**src/mssc_pkg.sv**
```systemverilog
// ----------------------------------------------------------------------------
// mssc_pkg
// Shared constants, instruction codes and the execute result record for the
// single-cycle MIPS subset core.
// ----------------------------------------------------------------------------
package mssc_pkg;

  // data memory depth, power of two
  localparam int DATA_WORDS     = 32;
  localparam int REGISTER_COUNT = 32;
  localparam int DW_AW          = $clog2(DATA_WORDS);
  localparam int RF_AW          = $clog2(REGISTER_COUNT);

  localparam logic [1:0] FUNC_EXEC        = 2'd0;
  localparam logic [1:0] FUNC_PRELOAD_REG = 2'd1;
  localparam logic [1:0] FUNC_PRELOAD_MEM = 2'd2;

  localparam logic [5:0] OP_RTYPE = 6'd0;
  localparam logic [5:0] OP_J     = 6'd2;
  localparam logic [5:0] OP_BEQ   = 6'd4;
  localparam logic [5:0] OP_LW    = 6'd35;
  localparam logic [5:0] OP_SW    = 6'd43;

  localparam logic [5:0] FN_ADD = 6'd32;
  localparam logic [5:0] FN_SUB = 6'd34;
  localparam logic [5:0] FN_AND = 6'd36;
  localparam logic [5:0] FN_OR  = 6'd37;
  localparam logic [5:0] FN_NOR = 6'd39;
  localparam logic [5:0] FN_SLT = 6'd42;

  typedef struct packed {
    logic [31:0]      next_pc;
    logic             reg_write;
    logic [RF_AW-1:0] reg_index;
    logic [31:0]      reg_value;
    logic             is_load;
    logic             mem_write;
    logic [DW_AW-1:0] mem_slot;
    logic [4:0]       mem_word_index;
    logic [31:0]      mem_value;
    logic             branch_taken;
    logic             unsupported;
  } exec_res_t;

endpackage

```
**src/mssc_regfile.sv**
```systemverilog
// ----------------------------------------------------------------------------
// mssc_regfile
// Register file: one write port, two registered read ports, per-entry valid
// bits so that unwritten entries read as zero after reset.
// ----------------------------------------------------------------------------
module mssc_regfile
  import mssc_pkg::*;
(
  input  logic             clk,
  input  logic             rst_n,
  input  logic [RF_AW-1:0] rd_addr_a,
  input  logic [RF_AW-1:0] rd_addr_b,
  output logic [31:0]      rd_data_a,
  output logic [31:0]      rd_data_b,
  input  logic             wr_en,
  input  logic [RF_AW-1:0] wr_addr,
  input  logic [31:0]      wr_data
);

  logic [31:0]               mem [REGISTER_COUNT];
  logic [REGISTER_COUNT-1:0] vld_r;
  logic [31:0]               raw_a_r;
  logic [31:0]               raw_b_r;
  logic                      vld_a_r;
  logic                      vld_b_r;

  always_ff @(posedge clk) begin
    if (!rst_n) begin
      vld_r <= '0;
    end else if (wr_en) begin
      vld_r[wr_addr] <= 1'b1;
    end
  end

  always_ff @(posedge clk) begin
    if (wr_en) begin
      mem[wr_addr] <= wr_data;
    end
    raw_a_r <= mem[rd_addr_a];
    raw_b_r <= mem[rd_addr_b];
  end

  always_ff @(posedge clk) begin
    if (!rst_n) begin
      vld_a_r <= 1'b0;
      vld_b_r <= 1'b0;
    end else begin
      vld_a_r <= vld_r[rd_addr_a];
      vld_b_r <= vld_r[rd_addr_b];
    end
  end

  assign rd_data_a = vld_a_r ? raw_a_r : 32'd0;
  assign rd_data_b = vld_b_r ? raw_b_r : 32'd0;

endmodule

```
**src/mssc_dmem.sv**
```systemverilog
// ----------------------------------------------------------------------------
// mssc_dmem
// Data memory: one write port, one registered read port with enable,
// per-word valid bits so that unwritten words read as zero after reset.
// ----------------------------------------------------------------------------
module mssc_dmem
  import mssc_pkg::*;
(
  input  logic             clk,
  input  logic             rst_n,
  input  logic             rd_en,
  input  logic [DW_AW-1:0] rd_addr,
  output logic [31:0]      rd_data,
  input  logic             wr_en,
  input  logic [DW_AW-1:0] wr_addr,
  input  logic [31:0]      wr_data
);

  logic [31:0]           mem [DATA_WORDS];
  logic [DATA_WORDS-1:0] vld_r;
  logic [31:0]           raw_r;
  logic                  rvld_r;

  always_ff @(posedge clk) begin
    if (!rst_n) begin
      vld_r <= '0;
    end else if (wr_en) begin
      vld_r[wr_addr] <= 1'b1;
    end
  end

  always_ff @(posedge clk) begin
    if (wr_en) begin
      mem[wr_addr] <= wr_data;
    end
    if (rd_en) begin
      raw_r <= mem[rd_addr];
    end
  end

  always_ff @(posedge clk) begin
    if (!rst_n) begin
      rvld_r <= 1'b0;
    end else if (rd_en) begin
      rvld_r <= vld_r[rd_addr];
    end
  end

  assign rd_data = rvld_r ? raw_r : 32'd0;

endmodule

```
**src/mssc_exec.sv**
```systemverilog
// ----------------------------------------------------------------------------
// mssc_exec
// Decode and execute: ALU, branch and jump targets, load/store address and
// preload handling for one item.
// ----------------------------------------------------------------------------
module mssc_exec
  import mssc_pkg::*;
(
  input  logic [1:0]  func,
  input  logic [31:0] instruction,
  input  logic [4:0]  load_index,
  input  logic [31:0] load_value,
  input  logic [31:0] pc,
  input  logic [31:0] op_a,
  input  logic [31:0] op_b,
  output exec_res_t   res
);

  logic [5:0]       opcode;
  logic [5:0]       funct;
  logic [4:0]       rt;
  logic [4:0]       rd;
  logic [31:0]      sext;
  logic [31:0]      pc4;
  logic [31:0]      addr;
  logic [DW_AW-1:0] addr_slot;
  logic [31:0]      lidx_ext;
  logic [31:0]      alu;
  logic             alu_ok;
  logic [31:0]      slot_ext;

  assign opcode    = instruction[31:26];
  assign funct     = instruction[5:0];
  assign rt        = instruction[20:16];
  assign rd        = instruction[15:11];
  assign sext      = {{16{instruction[15]}}, instruction[15:0]};
  assign pc4       = pc + 32'd4;
  assign addr      = op_a + sext;
  assign addr_slot = addr[DW_AW+1:2];
  assign lidx_ext  = 32'(load_index);

  always_comb begin
    alu    = 32'd0;
    alu_ok = 1'b1;
    case (funct)
      FN_ADD:  alu = op_a + op_b;
      FN_SUB:  alu = op_a - op_b;
      FN_AND:  alu = op_a & op_b;
      FN_OR:   alu = op_a | op_b;
      FN_NOR:  alu = ~(op_a | op_b);
      FN_SLT:  alu = {31'd0, $signed(op_a) < $signed(op_b)};
      default: alu_ok = 1'b0;
    endcase
  end

  always_comb begin
    res          = '0;
    res.next_pc  = pc;
    case (func)
      FUNC_EXEC: begin
        res.next_pc = pc4;
        case (opcode)
          OP_RTYPE: begin
            if (!alu_ok) begin
              res.unsupported = 1'b1;
            end else if (rd != 5'd0) begin
              res.reg_write = 1'b1;
              res.reg_index = rd;
              res.reg_value = alu;
            end
          end
          OP_J: begin
            res.next_pc      = {pc4[31:28], instruction[25:0], 2'b00};
            res.branch_taken = 1'b1;
          end
          OP_BEQ: begin
            if (op_a == op_b) begin
              res.next_pc      = pc4 + {sext[29:0], 2'b00};
              res.branch_taken = 1'b1;
            end
          end
          OP_LW: begin
            res.is_load  = 1'b1;
            res.mem_slot = addr_slot;
            if (rt != 5'd0) begin
              res.reg_write = 1'b1;
              res.reg_index = rt;
            end
          end
          OP_SW: begin
            res.mem_write = 1'b1;
            res.mem_slot  = addr_slot;
            res.mem_value = op_b;
          end
          default: res.unsupported = 1'b1;
        endcase
      end
      FUNC_PRELOAD_REG: begin
        if (load_index != 5'd0) begin
          res.reg_write = 1'b1;
          res.reg_index = load_index;
          res.reg_value = load_value;
        end
      end
      FUNC_PRELOAD_MEM: begin
        res.mem_write = 1'b1;
        res.mem_slot  = lidx_ext[DW_AW-1:0];
        res.mem_value = load_value;
      end
      default: res.unsupported = 1'b1;
    endcase
    slot_ext           = 32'(res.mem_slot);
    res.mem_word_index = res.mem_write ? slot_ext[4:0] : 5'd0;
  end

endmodule

```
**src/mips_subset_single_cycle_core_unit.sv**
```systemverilog
// ----------------------------------------------------------------------------
// mips_subset_single_cycle_core_unit
// MIPS subset core (add, sub, and, or, nor, slt, lw, sw, beq, j) with
// register and data memory preload words.
//
//   channel  | direction | handshake             | payload
//   in_      | input     | in_valid / in_ready   | func, instruction, load_*
//   out_     | output    | out_valid / out_ready | next_pc, writes, flags
//
// One word per cycle sustained while out_ready stays high. An accepted word
// is registered in stage 1, then its result in stage 2. Stage 1 holds the
// word and registered register-file reads (forwarded from pending and
// just-landed write-back); stage 2 holds the result and the registered data
// memory read. Register write-back lands on the clock edge after a word
// enters stage 2. Synchronous reset clears PC, valid bits and pipeline.
// A stalled output holds stage 2; stage 1 fills behind it.
// ----------------------------------------------------------------------------
module mips_subset_single_cycle_core_unit
  import mssc_pkg::*;
(
  input  logic               clk,
  input  logic               rst_n,
  input  logic               in_valid,
  output logic               in_ready,
  input  logic [1:0]         in_func,
  input  logic [31:0]        in_instruction,
  input  logic [4:0]         in_load_index,
  input  logic signed [31:0] in_load_value,
  output logic               out_valid,
  input  logic               out_ready,
  output logic [31:0]        out_next_pc,
  output logic               out_reg_write,
  output logic [4:0]         out_reg_index,
  output logic signed [31:0] out_reg_value,
  output logic               out_mem_write,
  output logic [4:0]         out_mem_word_index,
  output logic signed [31:0] out_mem_value,
  output logic               out_branch_taken,
  output logic               out_unsupported
);

  logic             s1_vld_r;
  logic [1:0]       s1_func_r;
  logic [31:0]      s1_instr_r;
  logic [4:0]       s1_lidx_r;
  logic [31:0]      s1_lval_r;
  logic             s2_vld_r;
  exec_res_t        s2_r;
  logic [31:0]      pc_r;
  logic             wb_pend_r;
  logic             lw_en_r;
  logic [RF_AW-1:0] lw_addr_r;
  logic [31:0]      lw_data_r;

  logic             in_fire;
  logic             s1_adv;
  logic [4:0]       ra_a;
  logic [4:0]       ra_b;
  logic [4:0]       s1_rs;
  logic [4:0]       s1_rt;
  logic [31:0]      rf_a;
  logic [31:0]      rf_b;
  logic [31:0]      op_a;
  logic [31:0]      op_b;
  logic [31:0]      dm_rdata;
  logic [31:0]      s2_wval;
  exec_res_t        res;

  assign s1_adv   = s1_vld_r && (!s2_vld_r || out_ready);
  assign in_ready = !s1_vld_r || s1_adv;
  assign in_fire  = in_valid && in_ready;

  assign s1_rs = s1_instr_r[25:21];
  assign s1_rt = s1_instr_r[20:16];
  assign ra_a  = in_fire ? in_instruction[25:21] : s1_rs;
  assign ra_b  = in_fire ? in_instruction[20:16] : s1_rt;

  assign s2_wval = (s2_r.is_load && s2_r.reg_write) ? dm_rdata : s2_r.reg_value;

  mssc_regfile u_regfile (
    .clk       (clk),
    .rst_n     (rst_n),
    .rd_addr_a (ra_a),
    .rd_addr_b (ra_b),
    .rd_data_a (rf_a),
    .rd_data_b (rf_b),
    .wr_en     (wb_pend_r),
    .wr_addr   (s2_r.reg_index),
    .wr_data   (s2_wval)
  );

  // forward pending write-back, then the write that just landed
  always_comb begin
    if (wb_pend_r && s2_r.reg_index == s1_rs) begin
      op_a = s2_wval;
    end else if (lw_en_r && lw_addr_r == s1_rs) begin
      op_a = lw_data_r;
    end else begin
      op_a = rf_a;
    end
    if (wb_pend_r && s2_r.reg_index == s1_rt) begin
      op_b = s2_wval;
    end else if (lw_en_r && lw_addr_r == s1_rt) begin
      op_b = lw_data_r;
    end else begin
      op_b = rf_b;
    end
  end

  mssc_exec u_exec (
    .func        (s1_func_r),
    .instruction (s1_instr_r),
    .load_index  (s1_lidx_r),
    .load_value  (s1_lval_r),
    .pc          (pc_r),
    .op_a        (op_a),
    .op_b        (op_b),
    .res         (res)
  );

  mssc_dmem u_dmem (
    .clk     (clk),
    .rst_n   (rst_n),
    .rd_en   (s1_adv),
    .rd_addr (res.mem_slot),
    .rd_data (dm_rdata),
    .wr_en   (s1_adv && res.mem_write),
    .wr_addr (res.mem_slot),
    .wr_data (res.mem_value)
  );

  always_ff @(posedge clk) begin
    if (!rst_n) begin
      s1_vld_r  <= 1'b0;
      s2_vld_r  <= 1'b0;
      pc_r      <= 32'd0;
      wb_pend_r <= 1'b0;
      lw_en_r   <= 1'b0;
    end else begin
      if (in_fire) begin
        s1_vld_r <= 1'b1;
      end else if (s1_adv) begin
        s1_vld_r <= 1'b0;
      end
      if (s1_adv) begin
        s2_vld_r <= 1'b1;
        pc_r     <= res.next_pc;
      end else if (out_ready) begin
        s2_vld_r <= 1'b0;
      end
      wb_pend_r <= s1_adv && res.reg_write;
      lw_en_r   <= wb_pend_r;
    end
  end

  always_ff @(posedge clk) begin
    if (in_fire) begin
      s1_func_r  <= in_func;
      s1_instr_r <= in_instruction;
      s1_lidx_r  <= in_load_index;
      s1_lval_r  <= $unsigned(in_load_value);
    end
    if (s1_adv) begin
      s2_r <= res;
    end
    lw_addr_r <= s2_r.reg_index;
    lw_data_r <= s2_wval;
  end

  assign out_valid          = s2_vld_r;
  assign out_next_pc        = s2_r.next_pc;
  assign out_reg_write      = s2_r.reg_write;
  assign out_reg_index      = s2_r.reg_index;
  assign out_reg_value      = $signed(s2_wval);
  assign out_mem_write      = s2_r.mem_write;
  assign out_mem_word_index = s2_r.mem_word_index;
  assign out_mem_value      = $signed(s2_r.mem_value);
  assign out_branch_taken   = s2_r.branch_taken;
  assign out_unsupported    = s2_r.unsupported;

  a_wb_not_zero: assert property (@(posedge clk) disable iff (!rst_n)
    wb_pend_r |-> s2_r.reg_index != 5'd0)
    else $error("write-back targets register zero");

  a_wb_after_adv: assert property (@(posedge clk) disable iff (!rst_n)
    wb_pend_r |-> $past(s1_adv))
    else $error("write-back without stage advance");

  a_pc_hold: assert property (@(posedge clk) disable iff (!rst_n)
    !s1_adv |=> $stable(pc_r))
    else $error("pc moved without stage advance");

  a_unsup_quiet: assert property (@(posedge clk) disable iff (!rst_n)
    (out_valid && out_unsupported) |-> (!out_reg_write && !out_mem_write))
    else $error("unsupported word caused a write");

  a_adv_fills_s2: assert property (@(posedge clk) disable iff (!rst_n)
    s1_adv |=> s2_vld_r)
    else $error("stage 2 empty after advance");

endmodule
```
**config.mk**
```make
export PLATFORM = sky130hd
export DESIGN_NAME = mips_subset_single_cycle_core_unit
export DESIGN_NICKNAME = d
export VERILOG_FILES = /design/src/mssc_pkg.sv /design/src/mssc_regfile.sv /design/src/mssc_dmem.sv /design/src/mssc_exec.sv /design/src/mips_subset_single_cycle_core_unit.sv
export SDC_FILE = /design/constraint.sdc
export NUM_CORES = 2
export LEC_CHECK = 0
export BUFFER_PORTS_ARGS = -buffer_cell sky130_fd_sc_hd__buf_2
export CAP_MARGIN = 25
export CELL_PAD_IN_SITES_DETAIL_PLACEMENT = 1
export CELL_PAD_IN_SITES_GLOBAL_PLACEMENT = 1
export CORE_ASPECT_RATIO = 1.75
export CORE_UTILIZATION = 40
export CTS_CLUSTER_DIAMETER = 120
export DETAILED_ROUTE_END_ITERATION = 16
export GPL_TIMING_DRIVEN = 0
export PLACE_DENSITY = 0.7
export RECOVER_POWER = 50
export REMOVE_ABC_BUFFERS = 1
export SLEW_MARGIN = 5
export SYNTH_ARGS = -nofsm -noshare
export SYNTH_HDL_FRONTEND = slang
export SYNTH_HIERARCHICAL = 1
export SYNTH_SLANG_ARGS = --single-unit
```
**constraint.sdc**
```tcl
create_clock -name clk -period 13.9 [get_ports clk]
set_input_delay 2.78 -clock clk [delete_from_list [all_inputs] [get_ports clk]]
set_output_delay 2.78 -clock clk [all_outputs]
set_load 0.01 [all_outputs]
```
==> metrics.yaml <==
setup_path:
  r2r_slack_ns: 4.41
  required_ns: 14.51
  ff2ff_path_depth: 19
  worstSetupStartpointType: "register"
  crit_type: "register to register"
  crit_fanout: 36
  cp-end-kind: "register"
  cp.arrival_ns: 10.10
drt:
  vias: 62440
  final_antenna_net_count: 0
  drtPass1Iterations: 7
  dr.first_iter.drc_count: 6095
  routed_wl_um: 343000
  wl_per_cell_um: 34.1
  drc_errors: 0
  vias_per_cell: 6.20
clock_tree:
  cts_buffers: 218
  post-cts-setup-buffers: 0
  cts.sinks: 2466
  clockRootBuffer: "clkbuf_16"
  cts_resized: 0
  clk_latency_ns: 0.91
  clk_pin_slew_ns: 0.07
  cts_tree: "built"
  clockBufferDepth: 4
  htree_levels: 4
  ctsHoldBuffers: 0
sta:
  slew_headroom_pct: -138
  fin_crit_ns: 9.49
  hold_viol_final: 0
  fin_crit_sh_pct: 68.3
  drv_slew: 839
  setup_tns_ns: 0
  setup_viol: 0
  tightest_slew_ns: 3.57
  rsz0062_at_grt: "false"
  fmax_mhz: 105
  whs_ns: 0.466
  clock_skew_ns: 0.0855
  setup_slack_ns: 4.41
final_layout:
  final_cell_mix: "edfxtp_1, mux4_2, nor2_1"
  layout_commonest_cell: "edfxtp_1"
  instances_no_fill: 10069
  drive_gt1_share_pct: 27.4
  fin_nets: 6520
  utilization_pct: 45.3
  reg.largest.list: "u_dmem/mem: 1024 flops, u_regfile/mem: 1024 flops, s2_r: 33 flops"
  area_growth_syn_to_layout_pct: 12.7
grt:
  grt_pass1_vias: 67160
  antenna_found_initial: 15
  grt_first_pass_wirelength_um: 485000
  overflow: 0
  grt_max_degree: 86
  grtUsageTotal_pct: 24.4
synth:
  yosys_warnings: 6
  synth_area_sq_um: 111000
  synthXorXnorAreaFrac_pct: 0.790
  synthAdderAreaFrac_pct: 1.66
  synth_top_family_by_area: "multiplexers"
  async_reset_ff_share_pct: 0
  synth-edff-count: 2262
  yosys_register_bits: 2466
  synth-main-ff-cell: "edfxtp_1"
  synth_compound_area_share_pct: 4.33
  postSynthCellCount: 6139
  synth_mux_area_share_pct: 21.5
  yosysSeqAreaShare_pct: 64.9
  synth_simple_gate_area_share_pct: 4.22
  avgSynthCellArea_sq_um: 18.1
  yosysUniqueCellTypes: 92
floorplanning:
  fp-row-count: 255
  core-area_sq_um: 276000
  die_area_sq_um: 279000
  io_pins: 187
  die_height_um: 698
  die_w_um: 400
  start_util_pct: 40.2
power_and_ir_drop:
  p_leak_nw: 40.2
  p_per_area_nw_per_um2: 128
  ir_drop_mv: 0.135
placement:
  dp_cells: 9653
  numPortBuffers: 186
  dp_slack_ns: 5.95
  place_hpwl_um: 233000
  place.gp.congestion: 0.963
status:
  violations: "max-capacitance violations, max-slew violations"
  status: "finished with violations"
hold_path:
  min_path_type: "register to register"
  min_path_cells: 1
flow_run:
  maxCapViolCount: 52
cell families after synthesis:
| family | Yosys count |
|---|---|
| buffers and inverters | 587 |
| xor gates and xnor gates | 100 |
| muxes | 1151 |
| AOI/OAI and AO/OA | 737 |
| and+or+nand+nor | 953 |
| DFF | 2466 |
| adders and majority gates | 145 |
per-layer routing:
metal / vias up / global-route usage, % / wire (um)
li1: 25311 / - / -
met1: 33460 / 27.7 / 119000
met2: 2768 / 43.5 / 181000
met3: 899 / 3.70 / 21500
met4: 2 / 13.2 / 21300
met5: - / 0 / 13
path summary, 6_finish.rpt:
| check | endpoint | startpoint |
|---|---|---|
| worst min-delay path | u_dmem/vld_r[18] | u_dmem/vld_r[18] |
| worst min register to register | u_dmem/vld_r[18] | u_dmem/vld_r[18] |
| worst max register to register | s2_r[77] | out_reg_write |
| worst max-delay path | s2_r[77] | out_reg_write |
cell type report:
type	instances	area [sq um]
fillers	26012	151000
flip-flops and latches	2466	72000
multi-input cells	3086	36600
clock buffers	282	5860
well taps	3598	4500
repair buffers	409	4460
clock inverters	107	1090
inverters	119	455
diodes	2	5.00
worst max-delay path, stage by stage (launching register included):
cell and delay [ns]:
edfxtp_1 0.53, nand2_1 0.57, clkbuf_1 1.58, mux2_1 1.14
nor3_1 0.08, a31oi_1 0.74, inv_1 0.17, ha_1 0.44
nor3_1 0.49, buf_2 0.29, nand3_1 0.12, a21oi_1 0.47
a221oi_2 0.25, o211ai_2 0.30, a31oi_1 0.29, o21a_1 0.30
o311ai_0 0.34, o21ai_0 0.51, xnor2_1 0.26, o21ai_0 0.35
power by group:
part	internal, mW	total (mW)	switching [mW]
Clock	3.34	6.08	2.74
Sequential	8.20	8.29	0.0933
Combinational	0.671	1.60	0.930
Total	12.2	16.0	3.76
through the flow:
step	area (sq um)	power, mW
4_1_cts	126000	16.1
6_report	125000	16.0
3_3_place_gp	114000	10.2
2_1_floorplan	109000	9.55
5_1_grt	125000	16.4
3_5_place_dp	119000	10.0
cell usage after synthesis (all sizes together), types with 7 or more instances:
| master | number | area (sq um) |
|---|---|---|
| or2 | 7 | 43.8 |
| o21ai | 206 | 1030 |
| edfxtp | 2262 | 67900 |
| a221oi | 19 | 179 |
| clkbuf | 250 | 946 |
| nand2 | 223 | 840 |
| nand3 | 63 | 315 |
| or3 | 61 | 382 |
| buf | 218 | 1420 |
| nor3 | 87 | 440 |
| mux2 | 144 | 1620 |
| nor2b | 18 | 113 |
| a31oi | 83 | 519 |
| a22o | 44 | 385 |
| mux2i | 35 | 350 |
| inv | 117 | 439 |
| a21o | 31 | 233 |
| mux4 | 972 | 21900 |
| nand2b | 12 | 75.1 |
| a21oi | 119 | 599 |
| o31ai | 13 | 97.6 |
| a21boi | 35 | 263 |
| o21bai | 25 | 188 |
| xor2 | 26 | 228 |
| and3 | 23 | 144 |
| nand4 | 22 | 150 |
| or4 | 8 | 63.8 |
| a22oi | 42 | 315 |
| o21a | 52 | 390 |
| dfxtp | 204 | 4080 |
| a211oi | 17 | 133 |
| nor2 | 268 | 1010 |
| xnor2 | 74 | 648 |
| and2 | 111 | 694 |
| nand3b | 15 | 113 |
| ha | 142 | 1780 |
| nor4 | 10 | 68.8 |
(Power assumes the default switching activity.)
